## config.mk

```make
export PLATFORM = sky130hd
export DESIGN_NAME = position_frame_receiver_unit_flat
export DESIGN_NICKNAME = d
export VERILOG_FILES = /design/src/hdl/pfr_pkg.sv /design/src/hdl/pfr_intf.sv /design/src/hdl/pfr_front.sv /design/src/hdl/pfr_queue.sv /design/src/hdl/pfr_back.sv /design/src/hdl/position_frame_receiver_unit.sv /design/src/flat_wrapper.sv
export VERILOG_INCLUDE_DIRS = /design/src /design/src/hdl
export SDC_FILE = /design/constraint.sdc
export NUM_CORES = 1
export LEC_CHECK = 0
export BUFFER_PORTS_ARGS = -buffer_cell sky130_fd_sc_hd__buf_2
export CORE_UTILIZATION = 39
export DETAILED_ROUTE_END_ITERATION = 8
export SYNTH_ARGS = -nofsm -noshare
export SYNTH_HDL_FRONTEND = slang
export SYNTH_SLANG_ARGS = --single-unit
```

## constraint.sdc

```tcl
create_clock -name clk_i -period 8.8 [get_ports clk_i]
set_clock_uncertainty 0.1 [all_clocks]
set_input_delay 2.2 -clock clk_i [delete_from_list [all_inputs] [get_ports clk_i]]
set_output_delay 2.2 -clock clk_i [all_outputs]
set_load 0.02 [all_outputs]
```

## src/hdl/position_frame_receiver_unit_macros.svh

```systemverilog
// Assertion helpers shared by the position frame receiver.
`ifndef POSITION_FRAME_RECEIVER_UNIT_MACROS_SVH
`define POSITION_FRAME_RECEIVER_UNIT_MACROS_SVH
`ifndef SYNTHESIS
`define PFR_ASSERT_IMP(name, clk, rstn, ante, cons) \
  name: assert property (@(posedge clk) disable iff (!rstn) (ante) |-> (cons)) \
    else $error("%m: assertion failed");
`define PFR_ASSERT_NXT(name, clk, rstn, ante, cons) \
  name: assert property (@(posedge clk) disable iff (!rstn) (ante) |=> (cons)) \
    else $error("%m: assertion failed");
`else
`define PFR_ASSERT_IMP(name, clk, rstn, ante, cons)
`define PFR_ASSERT_NXT(name, clk, rstn, ante, cons)
`endif
`endif

```

## src/hdl/pfr_pkg.sv

```systemverilog
`default_nettype none
package pfr_pkg;

  localparam logic [7:0] SYNC_BYTE = 8'hAA;

  // Only the first STORE_DEPTH payload bytes are kept.
  localparam int unsigned STORE_DEPTH = 25;
  localparam int unsigned STORE_AW    = 5;

  localparam int unsigned QUEUE_DEPTH = 4;
  localparam int unsigned QUEUE_AW    = 2;
  localparam int unsigned QUEUE_CW    = 3;

  localparam logic [1:0] KIND_GOOD = 2'd0;
  localparam logic [1:0] KIND_LEN  = 2'd1;
  localparam logic [1:0] KIND_CKS  = 2'd2;

  localparam logic [1:0] CFG_OWN_ADDR   = 2'd0;
  localparam logic [1:0] CFG_BCAST_ADDR = 2'd1;
  localparam logic [1:0] CFG_CMD_CODE   = 2'd2;

  typedef enum logic [1:0] {
    CMD_STORE,
    CMD_LEN_ERR,
    CMD_GOOD,
    CMD_CKS_ERR
  } pfr_cmd_e;

  typedef struct packed {
    pfr_cmd_e              cmd;
    logic [7:0]            data;
    logic [STORE_AW-1:0]   addr;
  } pfr_entry_t;

  typedef struct packed {
    logic [7:0] own_addr;
    logic [7:0] bcast_addr;
    logic [7:0] cmd_code;
  } pfr_cfg_t;

endpackage
`default_nettype wire

```

## src/hdl/pfr_intf.sv

```systemverilog
`default_nettype none
interface pfr_rx_if;
  logic       valid;
  logic       ready;
  logic [7:0] rx_byte;
  modport source (output valid, output rx_byte, input ready);
  modport sink (input valid, input rx_byte, output ready);
endinterface

interface pfr_cfg_if;
  logic       valid;
  logic       ready;
  logic [1:0] index;
  logic [7:0] data;
  modport source (output valid, output index, output data, input ready);
  modport sink (input valid, input index, input data, output ready);
endinterface

interface pfr_res_if;
  logic               valid;
  logic               ready;
  logic [1:0]         result_kind;
  logic signed [31:0] current_x;
  logic signed [31:0] current_y;
  logic signed [31:0] current_z;
  logic signed [31:0] target_x;
  logic signed [31:0] target_y;
  logic signed [31:0] target_z;
  logic [7:0]         status_flags;
  logic [31:0]        good_frames;
  logic [31:0]        length_errors;
  logic [31:0]        checksum_errors;
  modport source (
    output valid, output result_kind, output current_x, output current_y,
    output current_z, output target_x, output target_y, output target_z,
    output status_flags, output good_frames, output length_errors,
    output checksum_errors, input ready
  );
  modport sink (
    input valid, input result_kind, input current_x, input current_y,
    input current_z, input target_x, input target_y, input target_z,
    input status_flags, input good_frames, input length_errors,
    input checksum_errors, output ready
  );
endinterface
`default_nettype wire

```

## src/hdl/pfr_front.sv

```systemverilog
`default_nettype none
module pfr_front
  import pfr_pkg::*;
#(
  parameter int unsigned PAYLOAD_BYTES = 25
) (
  input  wire logic       clk_i,
  input  wire logic       rst_ni,
  input  wire logic       accept_i,
  input  wire logic [7:0] rx_byte_i,
  input  wire pfr_cfg_t   cfg_i,
  output logic            push_o,
  output pfr_entry_t      entry_o
);

  localparam logic [2:0] PH_HUNT = 3'd0;
  localparam logic [2:0] PH_ADDR = 3'd1;
  localparam logic [2:0] PH_CMD  = 3'd2;
  localparam logic [2:0] PH_LEN  = 3'd3;
  localparam logic [2:0] PH_DATA = 3'd4;
  localparam logic [2:0] PH_SUM  = 3'd5;
  localparam logic [2:0] PH_ADD  = 3'd6;

  localparam logic [7:0] LEN_BYTE = 8'(PAYLOAD_BYTES);
  localparam logic [5:0] LAST_POS = 6'(PAYLOAD_BYTES - 1);
  localparam logic [5:0] KEEP_POS = 6'(STORE_DEPTH);

  logic [2:0] phase_q, phase_d;
  logic [5:0] pos_q, pos_d;
  logic [7:0] sum_q, sum_d;
  logic [7:0] add_q, add_d;
  logic [7:0] rsum_q, rsum_d;
  logic [7:0] sum_abs;
  logic [7:0] add_abs;

  assign sum_abs = sum_q + rx_byte_i;
  assign add_abs = add_q + sum_abs;

  always_comb begin
    phase_d = phase_q;
    pos_d   = pos_q;
    sum_d   = sum_q;
    add_d   = add_q;
    rsum_d  = rsum_q;
    push_o  = 1'b0;
    entry_o.cmd  = CMD_STORE;
    entry_o.data = rx_byte_i;
    entry_o.addr = pos_q[STORE_AW-1:0];
    if (accept_i) begin
      unique case (phase_q)
        PH_HUNT: begin
          if (rx_byte_i == SYNC_BYTE) begin
            // Checksums restart with the sync byte itself.
            sum_d   = rx_byte_i;
            add_d   = rx_byte_i;
            pos_d   = '0;
            phase_d = PH_ADDR;
          end
        end
        PH_ADDR: begin
          if (rx_byte_i == cfg_i.own_addr || rx_byte_i == cfg_i.bcast_addr) begin
            sum_d   = sum_abs;
            add_d   = add_abs;
            phase_d = PH_CMD;
          end else begin
            phase_d = PH_HUNT;
          end
        end
        PH_CMD: begin
          if (rx_byte_i == cfg_i.cmd_code) begin
            sum_d   = sum_abs;
            add_d   = add_abs;
            phase_d = PH_LEN;
          end else begin
            phase_d = PH_HUNT;
          end
        end
        PH_LEN: begin
          if (rx_byte_i == LEN_BYTE) begin
            sum_d   = sum_abs;
            add_d   = add_abs;
            pos_d   = '0;
            phase_d = PH_DATA;
          end else begin
            push_o      = 1'b1;
            entry_o.cmd = CMD_LEN_ERR;
            phase_d     = PH_HUNT;
          end
        end
        PH_DATA: begin
          sum_d = sum_abs;
          add_d = add_abs;
          // Bytes beyond the store only feed the checksums.
          push_o = (pos_q < KEEP_POS);
          pos_d  = pos_q + 6'd1;
          if (pos_q == LAST_POS) begin
            phase_d = PH_SUM;
          end
        end
        PH_SUM: begin
          rsum_d  = rx_byte_i;
          phase_d = PH_ADD;
        end
        PH_ADD: begin
          push_o = 1'b1;
          if (rsum_q == sum_q && rx_byte_i == add_q) begin
            entry_o.cmd = CMD_GOOD;
          end else begin
            entry_o.cmd = CMD_CKS_ERR;
          end
          phase_d = PH_HUNT;
        end
        default: begin
          phase_d = PH_HUNT;
        end
      endcase
    end
  end

  always_ff @(posedge clk_i or negedge rst_ni) begin
    if (!rst_ni) begin
      phase_q <= PH_HUNT;
      pos_q   <= '0;
      sum_q   <= '0;
      add_q   <= '0;
    end else begin
      phase_q <= phase_d;
      pos_q   <= pos_d;
      sum_q   <= sum_d;
      add_q   <= add_d;
    end
  end

  always_ff @(posedge clk_i) begin
    rsum_q <= rsum_d;
  end

endmodule
`default_nettype wire

```

## src/hdl/pfr_queue.sv

```systemverilog
`default_nettype none
module pfr_queue
  import pfr_pkg::*;
(
  input  wire logic clk_i,
  input  wire logic rst_ni,
  input  wire logic push_i,
  input  wire pfr_entry_t entry_i,
  input  wire logic pop_i,
  output logic      full_o,
  output logic      head_valid_o,
  output pfr_entry_t head_o
);

  pfr_entry_t          slot_q [QUEUE_DEPTH];
  logic [QUEUE_AW-1:0] wr_ptr_q, rd_ptr_q;
  logic [QUEUE_CW-1:0] count_q;
  logic                do_pop;

  assign full_o       = (count_q == QUEUE_CW'(QUEUE_DEPTH));
  assign head_valid_o = (count_q != '0);
  assign head_o       = slot_q[rd_ptr_q];
  assign do_pop       = pop_i && head_valid_o;

  always_ff @(posedge clk_i or negedge rst_ni) begin
    if (!rst_ni) begin
      wr_ptr_q <= '0;
      rd_ptr_q <= '0;
      count_q  <= '0;
    end else begin
      if (push_i) begin
        wr_ptr_q <= wr_ptr_q + QUEUE_AW'(1);
      end
      if (do_pop) begin
        rd_ptr_q <= rd_ptr_q + QUEUE_AW'(1);
      end
      if (push_i && !do_pop) begin
        count_q <= count_q + QUEUE_CW'(1);
      end else if (do_pop && !push_i) begin
        count_q <= count_q - QUEUE_CW'(1);
      end
    end
  end

  always_ff @(posedge clk_i) begin
    if (push_i) begin
      slot_q[wr_ptr_q] <= entry_i;
    end
  end

endmodule
`default_nettype wire

```

## src/hdl/pfr_back.sv

```systemverilog
`default_nettype none
module pfr_back
  import pfr_pkg::*;
(
  input  wire logic   clk_i,
  input  wire logic   rst_ni,
  input  wire logic   head_valid_i,
  input  wire pfr_entry_t head_i,
  output logic        pop_o,
  pfr_res_if.source   res_o
);

  logic [7:0]  store_q [STORE_DEPTH];
  logic        out_valid_q;
  logic [1:0]  kind_q, kind_d;
  logic [31:0] pos_q [6];
  logic [7:0]  flags_q;
  logic [31:0] good_q, good_d;
  logic [31:0] len_q, len_d;
  logic [31:0] cks_q, cks_d;
  logic        out_free;
  logic        is_result;
  logic        load;

  assign out_free  = !out_valid_q || res_o.ready;
  assign is_result = (head_i.cmd != CMD_STORE);
  assign pop_o     = head_valid_i && (!is_result || out_free);
  assign load      = pop_o && is_result;

  always_comb begin
    kind_d = KIND_GOOD;
    good_d = good_q;
    len_d  = len_q;
    cks_d  = cks_q;
    case (head_i.cmd)
      CMD_LEN_ERR: begin
        kind_d = KIND_LEN;
        len_d  = len_q + 32'd1;
      end
      CMD_CKS_ERR: begin
        kind_d = KIND_CKS;
        cks_d  = cks_q + 32'd1;
      end
      default: begin
        good_d = good_q + 32'd1;
      end
    endcase
  end

  always_ff @(posedge clk_i or negedge rst_ni) begin
    if (!rst_ni) begin
      out_valid_q <= 1'b0;
      good_q      <= '0;
      len_q       <= '0;
      cks_q       <= '0;
    end else begin
      if (load) begin
        out_valid_q <= 1'b1;
        good_q      <= good_d;
        len_q       <= len_d;
        cks_q       <= cks_d;
      end else if (res_o.ready) begin
        out_valid_q <= 1'b0;
      end
    end
  end

  always_ff @(posedge clk_i) begin
    if (pop_o && !is_result) begin
      store_q[head_i.addr] <= head_i.data;
    end
    if (load) begin
      kind_q <= kind_d;
      // Error results carry zero positions and flags.
      for (int i = 0; i < 6; i++) begin
        pos_q[i] <= (head_i.cmd == CMD_GOOD) ?
                    {store_q[4*i+3], store_q[4*i+2], store_q[4*i+1], store_q[4*i]} :
                    32'd0;
      end
      flags_q <= (head_i.cmd == CMD_GOOD) ? store_q[24] : 8'd0;
    end
  end

  assign res_o.valid           = out_valid_q;
  assign res_o.result_kind     = kind_q;
  assign res_o.current_x       = pos_q[0];
  assign res_o.current_y       = pos_q[1];
  assign res_o.current_z       = pos_q[2];
  assign res_o.target_x        = pos_q[3];
  assign res_o.target_y        = pos_q[4];
  assign res_o.target_z        = pos_q[5];
  assign res_o.status_flags    = flags_q;
  assign res_o.good_frames     = good_q;
  assign res_o.length_errors   = len_q;
  assign res_o.checksum_errors = cks_q;

endmodule
`default_nettype wire

```

## src/hdl/position_frame_receiver_unit.sv

```systemverilog
// Position frame receiver.
// rx_i carries one serial byte per beat; the unit hunts for a sync byte,
// checks address, command and length, keeps running sum and add checksums
// and collects the payload. res_o gives one result beat per frame whose
// address and command match: a valid frame with six positions and flags,
// a length error or a checksum error, each with the three running counters.
// cfg_i writes own address, broadcast address and command code by index; it
// is always ready and should only be used while no frame is in flight.
// Throughput is one byte per cycle while the queue has room. The entry for
// the byte that completes or rejects a frame goes into the four-entry queue
// between the byte parser and the result stage, which loads it into the
// result register. A stall on res_o holds the result; the parser keeps
// taking bytes until the queue fills, then drops rx_i.ready.
// Reset returns the parser to hunting, clears the counters and restores the
// register defaults (own address 0, broadcast 255, command 245).
`default_nettype none
`include "position_frame_receiver_unit_macros.svh"
module position_frame_receiver_unit
  import pfr_pkg::*;
#(
  parameter int unsigned PAYLOAD_BYTES = 25
) (
  input  wire logic clk_i,
  input  wire logic rst_ni,
  pfr_rx_if.sink    rx_i,
  pfr_cfg_if.sink   cfg_i,
  pfr_res_if.source res_o
);

  pfr_cfg_t   cfg_q;
  logic       rx_accept;
  logic       q_push;
  logic       q_full;
  logic       q_pop;
  logic       head_valid;
  pfr_entry_t front_entry;
  pfr_entry_t head;

  assign cfg_i.ready = 1'b1;
  assign rx_i.ready  = !q_full;
  assign rx_accept   = rx_i.valid && rx_i.ready;

  always_ff @(posedge clk_i or negedge rst_ni) begin
    if (!rst_ni) begin
      cfg_q.own_addr   <= 8'd0;
      cfg_q.bcast_addr <= 8'd255;
      cfg_q.cmd_code   <= 8'd245;
    end else if (cfg_i.valid) begin
      unique case (cfg_i.index)
        CFG_OWN_ADDR:   cfg_q.own_addr   <= cfg_i.data;
        CFG_BCAST_ADDR: cfg_q.bcast_addr <= cfg_i.data;
        CFG_CMD_CODE:   cfg_q.cmd_code   <= cfg_i.data;
        default: ;
      endcase
    end
  end

  pfr_front #(
    .PAYLOAD_BYTES(PAYLOAD_BYTES)
  ) u_front (
    .clk_i     (clk_i),
    .rst_ni    (rst_ni),
    .accept_i  (rx_accept),
    .rx_byte_i (rx_i.rx_byte),
    .cfg_i     (cfg_q),
    .push_o    (q_push),
    .entry_o   (front_entry)
  );

  pfr_queue u_queue (
    .clk_i        (clk_i),
    .rst_ni       (rst_ni),
    .push_i       (q_push),
    .entry_i      (front_entry),
    .pop_i        (q_pop),
    .full_o       (q_full),
    .head_valid_o (head_valid),
    .head_o       (head)
  );

  pfr_back u_back (
    .clk_i        (clk_i),
    .rst_ni       (rst_ni),
    .head_valid_i (head_valid),
    .head_i       (head),
    .pop_o        (q_pop),
    .res_o        (res_o)
  );

  `PFR_ASSERT_IMP(a_push_has_room, clk_i, rst_ni, q_push, !q_full)
  `PFR_ASSERT_IMP(a_pop_has_entry, clk_i, rst_ni, q_pop, head_valid)
  `PFR_ASSERT_NXT(a_good_reaches_out, clk_i, rst_ni, q_pop && head.cmd == CMD_GOOD, res_o.valid && res_o.result_kind == KIND_GOOD)
  `PFR_ASSERT_IMP(a_error_fields_zero, clk_i, rst_ni, res_o.valid && res_o.result_kind != KIND_GOOD, res_o.current_x == 32'sd0 && res_o.target_z == 32'sd0 && res_o.status_flags == 8'd0)

endmodule
`default_nettype wire

```

## src/flat_wrapper.sv

```systemverilog
// flat-port wrapper written by rule: the top's interface ports become plain ports
module position_frame_receiver_unit_flat import pfr_pkg::*;
#(
  parameter int unsigned PAYLOAD_BYTES = 25
)
  (clk_i, rst_ni, rx_i_valid, rx_i_rx_byte, rx_i_ready, cfg_i_valid, cfg_i_index, cfg_i_data, cfg_i_ready, res_o_valid, res_o_result_kind, res_o_current_x, res_o_current_y, res_o_current_z, res_o_target_x, res_o_target_y, res_o_target_z, res_o_status_flags, res_o_good_frames, res_o_length_errors, res_o_checksum_errors, res_o_ready);
  pfr_rx_if rx_i_i ();
  pfr_cfg_if cfg_i_i ();
  pfr_res_if res_o_i ();
  input  wire logic clk_i;
  input  wire logic rst_ni;
  input wire logic [$bits(rx_i_i.valid)-1:0] rx_i_valid;
  input wire logic [$bits(rx_i_i.rx_byte)-1:0] rx_i_rx_byte;
  output wire logic [$bits(rx_i_i.ready)-1:0] rx_i_ready;
  input wire logic [$bits(cfg_i_i.valid)-1:0] cfg_i_valid;
  input wire logic [$bits(cfg_i_i.index)-1:0] cfg_i_index;
  input wire logic [$bits(cfg_i_i.data)-1:0] cfg_i_data;
  output wire logic [$bits(cfg_i_i.ready)-1:0] cfg_i_ready;
  output wire logic [$bits(res_o_i.valid)-1:0] res_o_valid;
  output wire logic [$bits(res_o_i.result_kind)-1:0] res_o_result_kind;
  output wire logic [$bits(res_o_i.current_x)-1:0] res_o_current_x;
  output wire logic [$bits(res_o_i.current_y)-1:0] res_o_current_y;
  output wire logic [$bits(res_o_i.current_z)-1:0] res_o_current_z;
  output wire logic [$bits(res_o_i.target_x)-1:0] res_o_target_x;
  output wire logic [$bits(res_o_i.target_y)-1:0] res_o_target_y;
  output wire logic [$bits(res_o_i.target_z)-1:0] res_o_target_z;
  output wire logic [$bits(res_o_i.status_flags)-1:0] res_o_status_flags;
  output wire logic [$bits(res_o_i.good_frames)-1:0] res_o_good_frames;
  output wire logic [$bits(res_o_i.length_errors)-1:0] res_o_length_errors;
  output wire logic [$bits(res_o_i.checksum_errors)-1:0] res_o_checksum_errors;
  input wire logic [$bits(res_o_i.ready)-1:0] res_o_ready;
  assign rx_i_i.valid = rx_i_valid;
  assign rx_i_i.rx_byte = rx_i_rx_byte;
  assign rx_i_ready = rx_i_i.ready;
  assign cfg_i_i.valid = cfg_i_valid;
  assign cfg_i_i.index = cfg_i_index;
  assign cfg_i_i.data = cfg_i_data;
  assign cfg_i_ready = cfg_i_i.ready;
  assign res_o_valid = res_o_i.valid;
  assign res_o_result_kind = res_o_i.result_kind;
  assign res_o_current_x = res_o_i.current_x;
  assign res_o_current_y = res_o_i.current_y;
  assign res_o_current_z = res_o_i.current_z;
  assign res_o_target_x = res_o_i.target_x;
  assign res_o_target_y = res_o_i.target_y;
  assign res_o_target_z = res_o_i.target_z;
  assign res_o_status_flags = res_o_i.status_flags;
  assign res_o_good_frames = res_o_i.good_frames;
  assign res_o_length_errors = res_o_i.length_errors;
  assign res_o_checksum_errors = res_o_i.checksum_errors;
  assign res_o_i.ready = res_o_ready;
  position_frame_receiver_unit #(.PAYLOAD_BYTES(PAYLOAD_BYTES)) u_core (.clk_i(clk_i), .rst_ni(rst_ni), .rx_i(rx_i_i), .cfg_i(cfg_i_i), .res_o(res_o_i));
endmodule
```

Yosys cells after proc, flatten, opt, wreduce, memory -nomap -nowiden
Memories as Yosys holds them, arrays and structs flattened. A register that Yosys moved wholly into a read port is not among the register bits.
Index checks and enable logic that the tools add are counted.
- bits in registers: 163
- logic and storage cells: 134
- memory bits (writable): 452
- memories kept: 3
- input port bits: 23
- memories (name ; depth ; bits a word ; read ports ; clocked after memory_dff ; write ports ; line ; source):
    u_core.u_back.store_q ; 25 ; 8 ; 25 ; 1 ; 1 ; pfr_back.sv:13 ; logic [7:0] store_q [STORE_DEPTH];
    u_core.u_back.pos_q ; 6 ; 32 ; 6 ; 0 ; 6 ; pfr_back.sv:16 ; logic [31:0] pos_q [6];
    u_core.u_queue.slot_q ; 4 ; 15 ; 1 ; 0 ; 1 ; pfr_queue.sv:15 ; pfr_entry_t slot_q [QUEUE_DEPTH];
- reductions and logical operators: 36
- eq/ne operators: 25
- multiplexer cells: 42
- bitwise logic cells: 1
- add/sub/neg operators: 10
- magnitude comparators: 1
- operator list (kind ; number):
    32-bit two-way mux ; 6
    32-bit by 1-bit adder with 32-bit output, second input constant ; 3
    8-bit case mux with 5 select lines ; 2
    8-bit two-way mux ; 7
    8-bit equality test ; 5
    3-bit case mux with 6 select lines ; 1
    6-bit case mux with 3 select lines ; 1
    8-bit adder ; 2
    3-bit two-way mux ; 5
    2-bit AND reduction ; 7
    3-bit equality test, second input constant ; 4
    1-bit two-way mux ; 12
    6-bit two-way mux ; 2
    2-bit inequality test, second input constant ; 5
    8-bit by 5-bit equality test with 1-bit output, second input constant ; 1
    8-bit equality test, second input constant ; 1
    1-bit logical AND ; 8
    2-bit case mux with 2 select lines ; 2
    6-bit by 1-bit adder with 6-bit output, second input constant ; 1
    2-bit equality test, second input constant ; 3
    3-bit by 2-bit equality test with 1-bit output, second input constant ; 2
    6-bit by 5-bit equality test with 1-bit output, second input constant ; 1
    1-bit zero test ; 6
    6-bit by 5-bit < comparator with 1-bit output, second input constant ; 1
    other kinds (18) ; 27

Logic depth before layout (Yosys ltp)
Gate-level depths: netlist of run 1.
An unclocked memory read counts as a cell.
- word-level depth: 9
- gate-level depth with buffers: 12

Cells and area by module
Synthesis of run 1 repeated with hierarchy kept, for this count alone.
- cell total of the unflattened synthesis: 1536
- area total of the unflattened synthesis: 24355.9 µm²
- by module, submodules not included (module ; area an instance (µm²) ; times used ; cells each ; sequential area each (µm²)):
    pfr_back ; 17966.0 ; 1 ; 1056 ; 14498.9
    pfr_front ; 2839.0 ; 1 ; 312 ; 865.8
    pfr_queue ; 2600.0 ; 1 ; 113 ; 1976.9
    position_frame_receiver_unit ; 950.9 ; 1 ; 55 ; 618.1

Worst setup path before layout of run 1
Ideal clock, no wire load.
- path type: input port to flip-flop
- start: input port res_o_ready
- end: register u_core.u_back.out_valid_q, in the netlist u_core.u_back.res_o.valid
- buffers on the path: 0
- slack: 1.068 ns
- cell stages on the path: 4
- arrival time: 7.538 ns
- cells stage by stage: nor2b_1 -> nor2_1 -> o21a_1 -> or2_2
- cells in the longest elaborated chain, start to end: 5
- elaborated cells between the ends (all ways): 6
- ends and longest elaborated chain (item ; line ; source):
    from (decl) ; flat_wrapper.sv:31 ; input wire logic [$bits(res_o_i.ready)-1:0] res_o_ready;
    1-bit logical OR * ; pfr_back.sv:25 ; assign out_free = !out_valid_q || res_o.ready;
    1-bit logical OR * ; pfr_back.sv:27 ; assign pop_o = head_valid_i && (!is_result || out_free);
    1-bit logical AND * ; pfr_back.sv:27 ;
    1-bit logical AND * ; pfr_back.sv:28 ; assign load = pop_o && is_result;
    via u_core.u_back.load ; pfr_back.sv:23 ; logic load;
    1-bit two-way mux or 2-bit nonzero test (tied branches) ; -- ;
    to (signal assigned) ; pfr_back.sv:52 ; out_valid_q <= 1'b0;
    to (signal assigned) ; pfr_back.sv:58 ; out_valid_q <= 1'b1;
    to (signal assigned) ; pfr_back.sv:63 ; out_valid_q <= 1'b0;
    to (decl) ; pfr_back.sv:14 ; logic out_valid_q;
Mark *: on every way through the listed nets, which the timed path passes. The rest lies on a longest branch.
A chain may end at the register's enable or synchronous reset.

Worst setup path in the final report of run 1
- start: input port rx_i_rx_byte[0]
- end: register u_core.u_front.add_q[7]
- cells in the longest elaborated chain, start to end: 4
- elaborated cells between the ends (all ways): 17
- ends and longest elaborated chain (item ; line ; source):
    from (decl) ; flat_wrapper.sv:13 ; input wire logic [$bits(rx_i_i.rx_byte)-1:0] rx_i_rx_byte;
    8-bit adder or 8-bit equality test (tied branches) ; pfr_front.sv:36, pfr_front.sv:61 ;
    8-bit adder or 1-bit logical OR (tied branches) ; pfr_front.sv:37, pfr_front.sv:61 ;
    8-bit two-way mux, or another cell as far along ; pfr_front.sv:79 ; if (rx_byte_i == LEN_BYTE) begin
    8-bit case mux with 5 select lines or 6-bit AND reduction (tied branches) ; -- ;
    to (signal assigned) ; pfr_front.sv:125 ; add_q <= '0;
    to (signal assigned) ; pfr_front.sv:130 ; add_q <= add_d;
    to (decl) ; pfr_front.sv:31 ; logic [7:0] add_q, add_d;
Several ways; a longest one is shown, not always the timed one. The select of a mux whose other input is x is not followed.

==> results.yml, run 1 <==
worst_setup_path:
  critPathLaunch: "rx_i_rx_byte[0]"
  critPathRequiredTime_ps: 9170
  cp_cell_sequence: "buf_2, ha_1, fa_1, a21o_1, a21oi_1, xnor2_1, ha_1, inv_1, nor2_1, a2111oi_0, nor2_1, xor2_1, o311a_1"
  slowest_stage: "a2111oi_0"
  arrival_ps: 5310
  cp-start-kind: "input pin"
  r2r_end: "u_core.u_back.store_q[24][4]$_DFFE_PP_"
  slowest_delay_ps: 600
  end_kind: "flip-flop"
  worst_r2r_startpoint: "u_core.u_queue.rd_ptr_q[0]$_DFFE_PN0P_"
  r2r_setup_slack_ps: 4800
  reg2reg_depth: 4
  path_class: "input pin to flip-flop"
  crit_fanout: 13
detailed_routing:
  wirelength_mm: 50.40
  drtAntennaViolNets: 0
  viasPerCell: 4.762
  wl_per_cell_um: 18.78
  drt_first_iter_violations: 542
  drc: 0
  num_vias: 12780
  dr.pass1.iters: 5
clocking:
  cts_resized: 0
  post_cts_buffers: 0
  worstSkewPairLatency_ps: 590
  cts_tree: "built"
  cts.sinks: 623
  ctsHtreeMaxLevel: 3
  clkTransAtPathRegs_ps: 60
  numCtsBuffers: 69
  clockBufferDepth: 3
  root_buffer: "clkbuf_16"
  cts_hold_buf: 0
flow_run:
  maxCapViolCount: 0
sta:
  finalCritPeriodShare: 0.5623
  worst_hold_slack_ps: 359.5
  max_freq_ghz: 0.2021
  max-slew-margin-rel: 0.1773
  rsz0062_at_grt: "no"
  setup_viol: 0
  final.setup.tns_ps: 0
  period_needed_ps: 4948
  finalHoldViolCount: 0
  tightest_slew_ps: 1225
  maxSlewViolCount: 0
layout:
  layout.nets: 1900
  register_area_um2: 17960
  drive_above_1_share: 0.2725
  n_antenna_cell: 0
  multi_input_area_um2: 5784
  fill_cells: 5240
  area_growth_pct: 19.89
  final_area_um2: 28740
power:
  seqPwrFrac: 0.441
  switchingPower_mw: 3.144
  power-per-cell-area_nw_per_um2: 336.9
  p_sw_frac: 0.3246
  clkPwrFrac: 0.295
  share_comb_of_total_power: 0.264
  vdd_drop_max_mv: 0.3267
  leakage_nw: 11.70
  internal_power_mw: 6.541
grt:
  grt_max_degree: 200
  grt_pass1_vias: 12940
  antenna_found_initial: 1
  grt_first_pass_wirelength_mm: 77.02
  track_usage: 0.1616
  grt-ovfl-total: 0
hold_path:
  hold_path_end: "u_core.u_back.res_o.length_errors[31]$_DFFE_PN0P_"
  min-delay-start: "u_core.u_back.res_o.length_errors[31]$_DFFE_PN0P_"
  min_path_type: "flip-flop to flip-flop"
  whs_path_depth: 1
floorplanning:
  rows: 90
  io_pins: 324
  initial_utilization: 0.3957
  coreArea_um2: 60580
  die_area_um2: 62470
  chipHeight_um: 249.9
  die-width_um: 249.9
place:
  place_area_um2: 26460
  dp_hpwl_mm: 32.25
  gp_congestion: 0.8215
  portBuffers: 322
yosys:
  yosys_warnings: 0
  seq_area_frac_synth: 0.7491
  synth_cells: 1493
  ys.flop_type: "edfxtp_1"
  netlist_area_um2: 23980
  async_flop_share: 0.2456
  synth-edff-count: 470
  avgSynthCellArea_um2: 16.06
  syn_nets: 1545
  synth.distinct_cells: 56
  ys_ff_latch: 623
outcome:
  outcome: "finished, final reports clean"
## kinds of logic after synthesis
| group | synth area share |
|---|---|
| flip-flops | 0.7491 |
| AND/OR/NAND/NOR | 0.1189 |
| XOR/XNOR | 0.05589 |
| AO/OA/AOI/OAI | 0.01654 |
| buffers and inverters | 0.01054 |
| multiplexers | 0.03283 |
| adder cells (fa/ha/maj) | 0.01607 |
| other | 0.0001564 |
## final cells by class
type	instances	area share
Multi-Input combinational cell	810	0.2012
Tap cell	782	0.03404
Clock inverter	35	0.01214
Clock buffer	89	0.06738
Sequential cell	623	0.6248
Inverter	16	0.002089
Timing Repair Buffer	328	0.05829
## power groups by stage
stage	Clock, mW	Combinational (mW)	Sequential [mW]
finish	2.86	2.56	4.27
global route	3.04	2.81	4.32
detailed placement	0	2.62	4.34
floorplan	0	1.38	4.70
CTS	2.94	2.63	4.28
global placement	0	2.59	4.33
## sequential cells by signal, summed over array words and instances (netlist names), 6 cells and up
register,count
u_core.u_front.sum_q,8
u_core.u_back.res_o.good_frames,32
u_core.u_back.res_o.status_flags,8
u_core.cfg_q,24
u_core.u_front.rsum_q,8
u_core.u_front.pos_q,6
u_core.u_queue.slot_q,60
u_core.u_front.add_q,8
u_core.u_back.res_o.checksum_errors,32
u_core.u_back.res_o.length_errors,32
u_core.u_back.store_q,200
u_core.u_back.pos_q,192
## layout by cell type, fill, tap and decap left out, types with 5 or more instances in the layout
cell type / Yosys / layout
buf_2: 10 / 321
clkinv_2: 0 / 11
nand2_1: 71 / 71
ha_1: 26 / 26
mux2_2: 41 / 41
clkbuf_1: 30 / 11
and2_1: 214 / 214
buf_4: 2 / 5
dfrtp_1: 139 / 139
and4_1: 10 / 10
nor2_1: 69 / 69
and3_1: 21 / 21
edfxtp_1: 470 / 470
nor3_1: 11 / 11
nand4_1: 25 / 25
inv_1: 16 / 16
nor4_1: 10 / 9
a21oi_1: 12 / 12
mux4_2: 14 / 14
clkbuf_8: 0 / 5
clkinv_1: 0 / 5
bufinv_16: 0 / 5
or3_1: 5 / 5
o21ai_0: 30 / 30
clkbuf_16: 0 / 73
xor2_1: 60 / 60
dfstp_2: 14 / 14
xnor2_1: 93 / 93
nand3_1: 41 / 41
## worst max-delay path, delay by kind of cell
family / cells / cell delay [ps]
adders and majority gates: 3 / 940
xor gates and xnor gates: 2 / 340
AOI/OAI and AO/OA: 4 / 1330
buffers and inverters: 2 / 300
and+or+nand+nor: 2 / 200
## worst max path at each step
stage,end,slack [ps]
final,u_core.u_front.add_q[7]$_DFFE_PN0P_,3850
after global routing,u_core.u_front.add_q[7]$_DFFE_PN0P_,3580
after floorplan,u_core.u_back.res_o.valid$_DFFE_PN0P_,1070
after CTS,u_core.u_front.add_q[7]$_DFFE_PN0P_,3890
after detailed placement,u_core.u_front.add_q[7]$_DFFE_PN0P_,3240
after global placement,u_core.u_front.add_q[7]$_DFFE_PN0P_,3220
## metal layers
| layer | GRT usage | routed length, um |
|---|---|---|
| met5 | 0 | 8 |
| met4 | 0.05188 | 1002 |
| met3 | 0.03682 | 2940 |
| met2 | 0.2611 | 24020 |
| met1 | 0.2164 | 22430 |
## per-stage QoR
step	cells	setup slack (ps)	total power, mW	util
2_1_floorplan	1493	1068	6.075	-
3_3_place_gp	2559	3217	6.920	0.4367
3_5_place_dp	2559	3245	6.953	0.4367
4_1_cts	2683	3892	9.845	0.4745
5_1_grt	2683	3579	10.18	0.4745
6_report	2683	3852	9.685	0.4745
## cell usage after synthesis (2+ instances only)
library cell	number	area share
nor4b_4	3	0.0030
or3_1	5	0.0013
nor4b_1	2	0.00073
and2_1	214	0.056
or2_2	3	0.00078
nor2b_1	3	0.00078
nor3b_1	2	0.00063
edfxtp_1	470	0.59
o31ai_1	3	0.00094
and4_1	10	0.0037
a21oi_1	12	0.0025
nand4_1	25	0.0065
dfrtp_1	139	0.15
a31oi_1	4	0.0010
nand3_1	41	0.0086
xnor2_1	93	0.034
o21ai_0	30	0.0063
nand2_1	71	0.011
a21o_1	3	0.00094
nand3b_1	3	0.00094
inv_1	16	0.0025
mux4_2	14	0.013
clkbuf_1	30	0.0047
buf_4	2	0.00063
fa_1	3	0.0025
mux2_2	41	0.019
xor2_1	60	0.022
nor2_1	69	0.011
o211ai_1	3	0.00094
nor3_1	11	0.0023
o21bai_1	3	0.00094
a21boi_0	2	0.00063
nor4_1	10	0.0026
and3_1	21	0.0055
buf_2	10	0.0021
dfstp_2	14	0.015
ha_1	26	0.014
nand2b_1	4	0.0010
Note: power is estimated with default switching activity, not from simulation.
==> run 2, diff against run 1 <==
ABC_AREA = 1   (was not set)
clock period = 4.5 ns   (was 8.8 ns; I/O delays follow)
==> results.yml, run 2 <==
layout:
  n_antenna_cell: 0
  area_growth_pct: 19.27
  largest-register: "u_core.u_back.store_q"
  layout.nets: 2691
  instances_no_fill: 3559
  final_area_um2: 30970
  layout_commonest_cell: "edfxtp_1"
  reg_top3: "u_core.u_back.store_q x200, u_core.u_back.pos_q x192, u_core.u_queue.slot_q x60"
  largest_reg_flops: 200
  drive_above_1_share: 0.1970
  layout_common_cells: "470 x edfxtp_1, 426 x nand2_1, 345 x nor2_1, 326 x inv_1, 321 x buf_2"
yosys:
  syn_nets: 2329
  synth.distinct_cells: 52
  seq_area_frac_synth: 0.6918
  synth-edff-count: 470
  synth_commonest_cells: "470 x edfxtp_1, 427 x nand2_1, 345 x nor2_1, 329 x inv_1, 139 x dfrtp_1"
  yosys.area.top_type: "edfxtp_1"
  ys.flop_type: "edfxtp_1"
  yosys_warnings: 0
  yosys-top-cells-area: "edfxtp_1 54%, dfrtp_1 13%, nand2_1 6.2%"
  avgSynthCellArea_um2: 11.40
  ys_ff_latch: 623
  synth_most_common_cell: "edfxtp_1"
  synth_cells: 2277
  async_flop_share: 0.2456
  netlist_area_um2: 25960
  yosysTopAreaCellShare: 0.5436
place:
  dp_hpwl_mm: 41.90
  gp_congestion: 0.8902
  portBuffers: 322
  placed_cells: 3431
  place_area_um2: 28650
clocking:
  cts_tree: "built"
  clkTransAtPathRegs_ps: 60
  cts.sinks: 623
  clockBufferDepth: 3
  worstSkewPairLatency_ps: 600
  cts_hold_buf: 0
  post_cts_buffers: 0
  numCtsBuffers: 70
  cts_resized: 0
  root_buffer: "clkbuf_16"
  ctsHtreeMaxLevel: 3
power:
  vdd_drop_max_mv: 0.5149
  power-per-cell-area_nw_per_um2: 725.6
  leakage_nw: 13.51
worst_setup_path:
  r2r_setup_slack_ps: 830
  crit_fanout: 31
  cp-start-kind: "flip-flop"
  path_class: "flip-flop to flip-flop"
  end_kind: "flip-flop"
  critPathRequiredTime_ps: 4620
  arrival_ps: 3790
floorplanning:
  chipHeight_um: 260.0
  initial_utilization: 0.3942
  io_pins: 324
  die_area_um2: 67610
  coreArea_um2: 65860
  die-width_um: 260.0
  rows: 94
sta:
  period_needed_ps: 3668
  tightest_slew_ps: 979.5
  max_freq_ghz: 0.2726
  finalCritPeriodShare: 0.8152
  maxSlewViolCount: 0
  max-slew-margin-rel: 0.3470
  rsz0062_at_grt: "no"
  setup_viol: 0
  finalHoldViolCount: 0
grt:
  grt_pass1_vias: 16570
  grt_max_degree: 122
  grt-ovfl-total: 0
  antenna_found_initial: 0
  grt_first_pass_wirelength_mm: 95.42
  track_usage: 0.1836
detailed_routing:
  num_vias: 16870
  wl_per_cell_um: 17.44
  drtAntennaViolNets: 0
  drc: 0
  dr.pass1.iters: 5
  drt_first_iter_violations: 984
  wirelength_mm: 62.07
  viasPerCell: 4.740
hold_path:
  min_path_type: "flip-flop to flip-flop"
outcome:
  outcome: "finished, final reports clean"
flow_run:
  maxCapViolCount: 0
-- run 2: metrics by stage --
stage | TNS, ps | util | hold WS (ps) | power [mW] | setup WS (ps)
floorplan | -67050 | - | 367.3 | 14.16 | -331.9
global placement | 0 | 0.4349 | 389.2 | 16.92 | 763.9
detailed placement | 0 | 0.4349 | 390.6 | 17.02 | 754.6
CTS | 0 | 0.4702 | 399.5 | 22.79 | 749.1
global route | 0 | 0.4702 | 408.1 | 23.74 | 565.7
finish | 0 | 0.4702 | 396.8 | 22.47 | 831.6
-- run 2: cell type report --
class                   count  area, um2
repair buffers            349       1858
well taps                 864       1081
flip-flops and latches    623      17960
inverters                 335       1281
clock inverters            42      445.4
clock buffers              86       1874
multi-input cells        1260       6466
fillers                  6019      34900
-- run 2: power by group --
part	switching, mW	internal [mW]	total (mW)	leakage (nW)
Sequential	0.785	8.57	9.35	6.40
Clock	2.32	3.40	5.72	1.14
Combinational	5.46	1.94	7.40	5.97
Total	8.56	13.9	22.5	13.5
-- run 2: worst max-delay path, cell delays in order (launching register included) --
cell	delay [ps]
dfrtp_1	720
inv_2	400
nand2_1	150
nand3_1	160
nand2_2	170
nand2_1	140
nor2_2	210
nand3_1	520
nor2_1	720
-- run 2: path summary, 6_finish.rpt --
check                                                  startpoint                                         endpoint  cells past startpoint
max                        u_core.u_queue.rd_ptr_q[0]$_DFFE_PN0P_           u_core.u_back.store_q[10][0]$_DFFE_PP_                      8
min                                  u_core.cfg_q[12]$_DFFE_PN1P_                     u_core.cfg_q[12]$_DFFE_PN1P_                      2
max reg2reg                u_core.u_queue.rd_ptr_q[0]$_DFFE_PN0P_           u_core.u_back.store_q[10][0]$_DFFE_PP_                      8
min reg2reg                          u_core.cfg_q[12]$_DFFE_PN1P_                     u_core.cfg_q[12]$_DFFE_PN1P_                      2
max in group asynchronous                                  rst_ni                     u_core.cfg_q[12]$_DFFE_PN1P_                      2
min in group asynchronous                                  rst_ni  u_core.u_back.res_o.good_frames[18]$_DFFE_PN0P_                      1
-- run 2: cell families after synthesis --
| kind of cell | after synthesis | share of synthesized area |
|---|---|---|
| XOR/XNOR | 129 | 0.04352 |
| adder cells (fa/ha/maj) | 29 | 0.01484 |
| multiplexers | 1 | 0.0004337 |
| other | 1 | 0.0001444 |
| AND/OR/NAND/NOR | 976 | 0.1606 |
| flip-flops | 623 | 0.6918 |
| AO/OA/AOI/OAI | 124 | 0.02728 |
| buffers and inverters | 394 | 0.06145 |
-- run 2: per-layer routing --
metal / vias to the layer above / track usage / share of wire
met5: - / 0 / 0
met1: 8134 / 0.2477 / 0.44
met2: 469 / 0.2961 / 0.47
li1: 8165 / - / -
met4: 0 / 0.07190 / 0.029
met3: 101 / 0.03002 / 0.053
==> run 3, diff against run 2 <==
ABC_AREA = 0   (was 1)
clock period = 3.46 ns   (was 4.5 ns; I/O delays follow)
==> results.yml, run 3 (synthesized netlist as in run 1, its figures left out) <==
outcome:
  outcome: "finished, final reports clean"
clocking:
  cts_resized: 0
  post_cts_buffers: 0
  numCtsBuffers: 68
  worstSkewPairLatency_ps: 590
  clkTransAtPathRegs_ps: 60
  cts_hold_buf: 0
  cts_tree: "built"
  cts.sinks: 623
  root_buffer: "clkbuf_16"
  clockBufferDepth: 3
  ctsHtreeMaxLevel: 3
layout:
  largest-register: "u_core.u_back.store_q"
  layout.nets: 1961
  layout_commonest_cell: "edfxtp_1"
  reg_top3: "u_core.u_back.store_q x200, u_core.u_back.pos_q x192, u_core.u_queue.slot_q x60"
  area_growth_pct: 21.95
  instances_no_fill: 2745
  n_antenna_cell: 0
  layout_common_cells: "470 x edfxtp_1, 321 x buf_2, 214 x and2_1, 139 x dfrtp_1, 93 x xnor2_1"
  drive_above_1_share: 0.2939
  largest_reg_flops: 200
  utilization: 0.4826
floorplanning:
  die-width_um: 249.9
  chipHeight_um: 249.9
  io_pins: 324
  die_area_um2: 62470
  rows: 90
  initial_utilization: 0.3957
  coreArea_um2: 60580
worst_setup_path:
  end_kind: "flip-flop"
  path_class: "flip-flop to flip-flop"
  critPathRequiredTime_ps: 3830
  r2r_setup_slack_ps: 320
  reg2reg_depth: 12
  r2r_end: "u_core.u_front.add_q[7]$_DFFE_PN0P_"
  crit_fanout: 3
  arrival_ps: 3510
  cp-start-kind: "flip-flop"
  worst_r2r_startpoint: "u_core.u_front.sum_q[0]$_DFFE_PN0P_"
place:
  gp_congestion: 0.8193
  placed_cells: 2621
  portBuffers: 322
  dp_hpwl_mm: 33.26
sta:
  finalHoldViolCount: 0
  rsz0062_at_grt: "no"
  period_needed_ps: 3137
  setup_viol: 0
  finalCritPeriodShare: 0.9066
  tightest_slew_ps: 838.3
  max_freq_ghz: 0.3188
  maxSlewViolCount: 0
  max-slew-margin-rel: 0.4411
  worst_hold_slack_ps: 219.3
grt:
  antenna_found_initial: 1
  grt_pass1_vias: 13290
  grt_max_degree: 142
  grt_first_pass_wirelength_mm: 78.71
  track_usage: 0.1636
  grt-ovfl-total: 0
detailed_routing:
  viasPerCell: 4.791
  wirelength_mm: 51.04
  wl_per_cell_um: 18.59
  drt_first_iter_violations: 754
  num_vias: 13150
  drc: 0
  dr.pass1.iters: 4
  drtAntennaViolNets: 0
flow_run:
  maxCapViolCount: 0
power:
  vdd_drop_max_mv: 0.6283
  clkPwrFrac: 0.288
  p_total_mw: 24.98
  internal_power_mw: 16.89
  p_sw_frac: 0.3240
  leakage_nw: 12.01
  share_comb_of_total_power: 0.282
  power-per-cell-area_nw_per_um2: 854.4
  seqPwrFrac: 0.430
  switchingPower_mw: 8.094
hold_path:
  min_path_type: "input pin to async pin"
## run 3: cell types whose count changed in the layout (fill, tap and decap cells not counted), moves of 40 or more
| cell | before | now |
|---|---|---|
| inv_1 | 326 | 16 |
| mux2_2 | 1 | 41 |
| and2_1 | 0 | 214 |
| o21ai_0 | 73 | 30 |
| nor2_1 | 345 | 68 |
| nand2_1 | 426 | 71 |
| nor3_1 | 55 | 11 |
## run 3: layout make-up
type | instances | area [um2]
Clock buffer | 91 | 1913
Fill cell | 5254 | 31340
Clock inverter | 33 | 337.8
Timing Repair Buffer | 390 | 2191
Tap cell | 782 | 978.4
Inverter | 16 | 60.06
Sequential cell | 623 | 17960
Multi-Input combinational cell | 810 | 5799
## run 3: metrics by stage
stage	TNS, ps	area [um2]	setup slack [ps]
6_report	0	29240	323.3
5_1_grt	0	29240	107.4
4_1_cts	0	29240	306.8
3_5_place_dp	-267.8	26990	-267.8
3_3_place_gp	-222.5	26990	-222.5
2_1_floorplan	0	24000	22.19
## run 3: critical path, cell delays in order (launching register included)
cell and delay (ps):
dfrtp_1 400, ha_1 220, fa_2 360, a21o_1 200, a21oi_2 170, xnor2_1 170, ha_1 280, inv_1 80
nor2_2 50, a2111oi_2 390, nor2_1 110, xor2_1 150, o311a_1 340
## run 3: how the worst max path moves through the flow
stage,startpoint,end,slack (ps),cells past startpoint
after CTS,u_core.u_front.sum_q[0]$_DFFE_PN0P_,u_core.u_front.add_q[7]$_DFFE_PN0P_,310,12
final,u_core.u_front.sum_q[0]$_DFFE_PN0P_,u_core.u_front.add_q[7]$_DFFE_PN0P_,320,12
after global routing,u_core.u_front.sum_q[0]$_DFFE_PN0P_,u_core.u_front.add_q[7]$_DFFE_PN0P_,110,12
after global placement,rx_i_rx_byte[0],u_core.u_front.add_q[7]$_DFFE_PN0P_,-220,13
after floorplan,rx_i_rx_byte[0],u_core.u_front.add_q[7]$_DFFE_PN0P_,20,12
after detailed placement,rx_i_rx_byte[0],u_core.u_front.add_q[7]$_DFFE_PN0P_,-270,13
## run 3: per-layer routing
metal,share of wire,vias to the layer above,wire [um],global-route usage
met5,0.00025,-,13,0
met4,0.018,2,900,0.05188
met3,0.052,62,2670,0.03577
met2,0.48,328,24500,0.2645
met1,0.45,6541,22960,0.2201
li1,-,6219,-,-
## run 3: power groups by stage
stage | sequential [mW] | combinational, mW | clock (mW)
2_1_floorplan | 11.7 | 3.56 | 0
3_3_place_gp | 10.9 | 7.09 | 0
3_5_place_dp | 10.9 | 7.20 | 0
4_1_cts | 10.8 | 7.22 | 7.38
5_1_grt | 10.9 | 7.75 | 7.66
6_report | 10.7 | 7.05 | 7.19
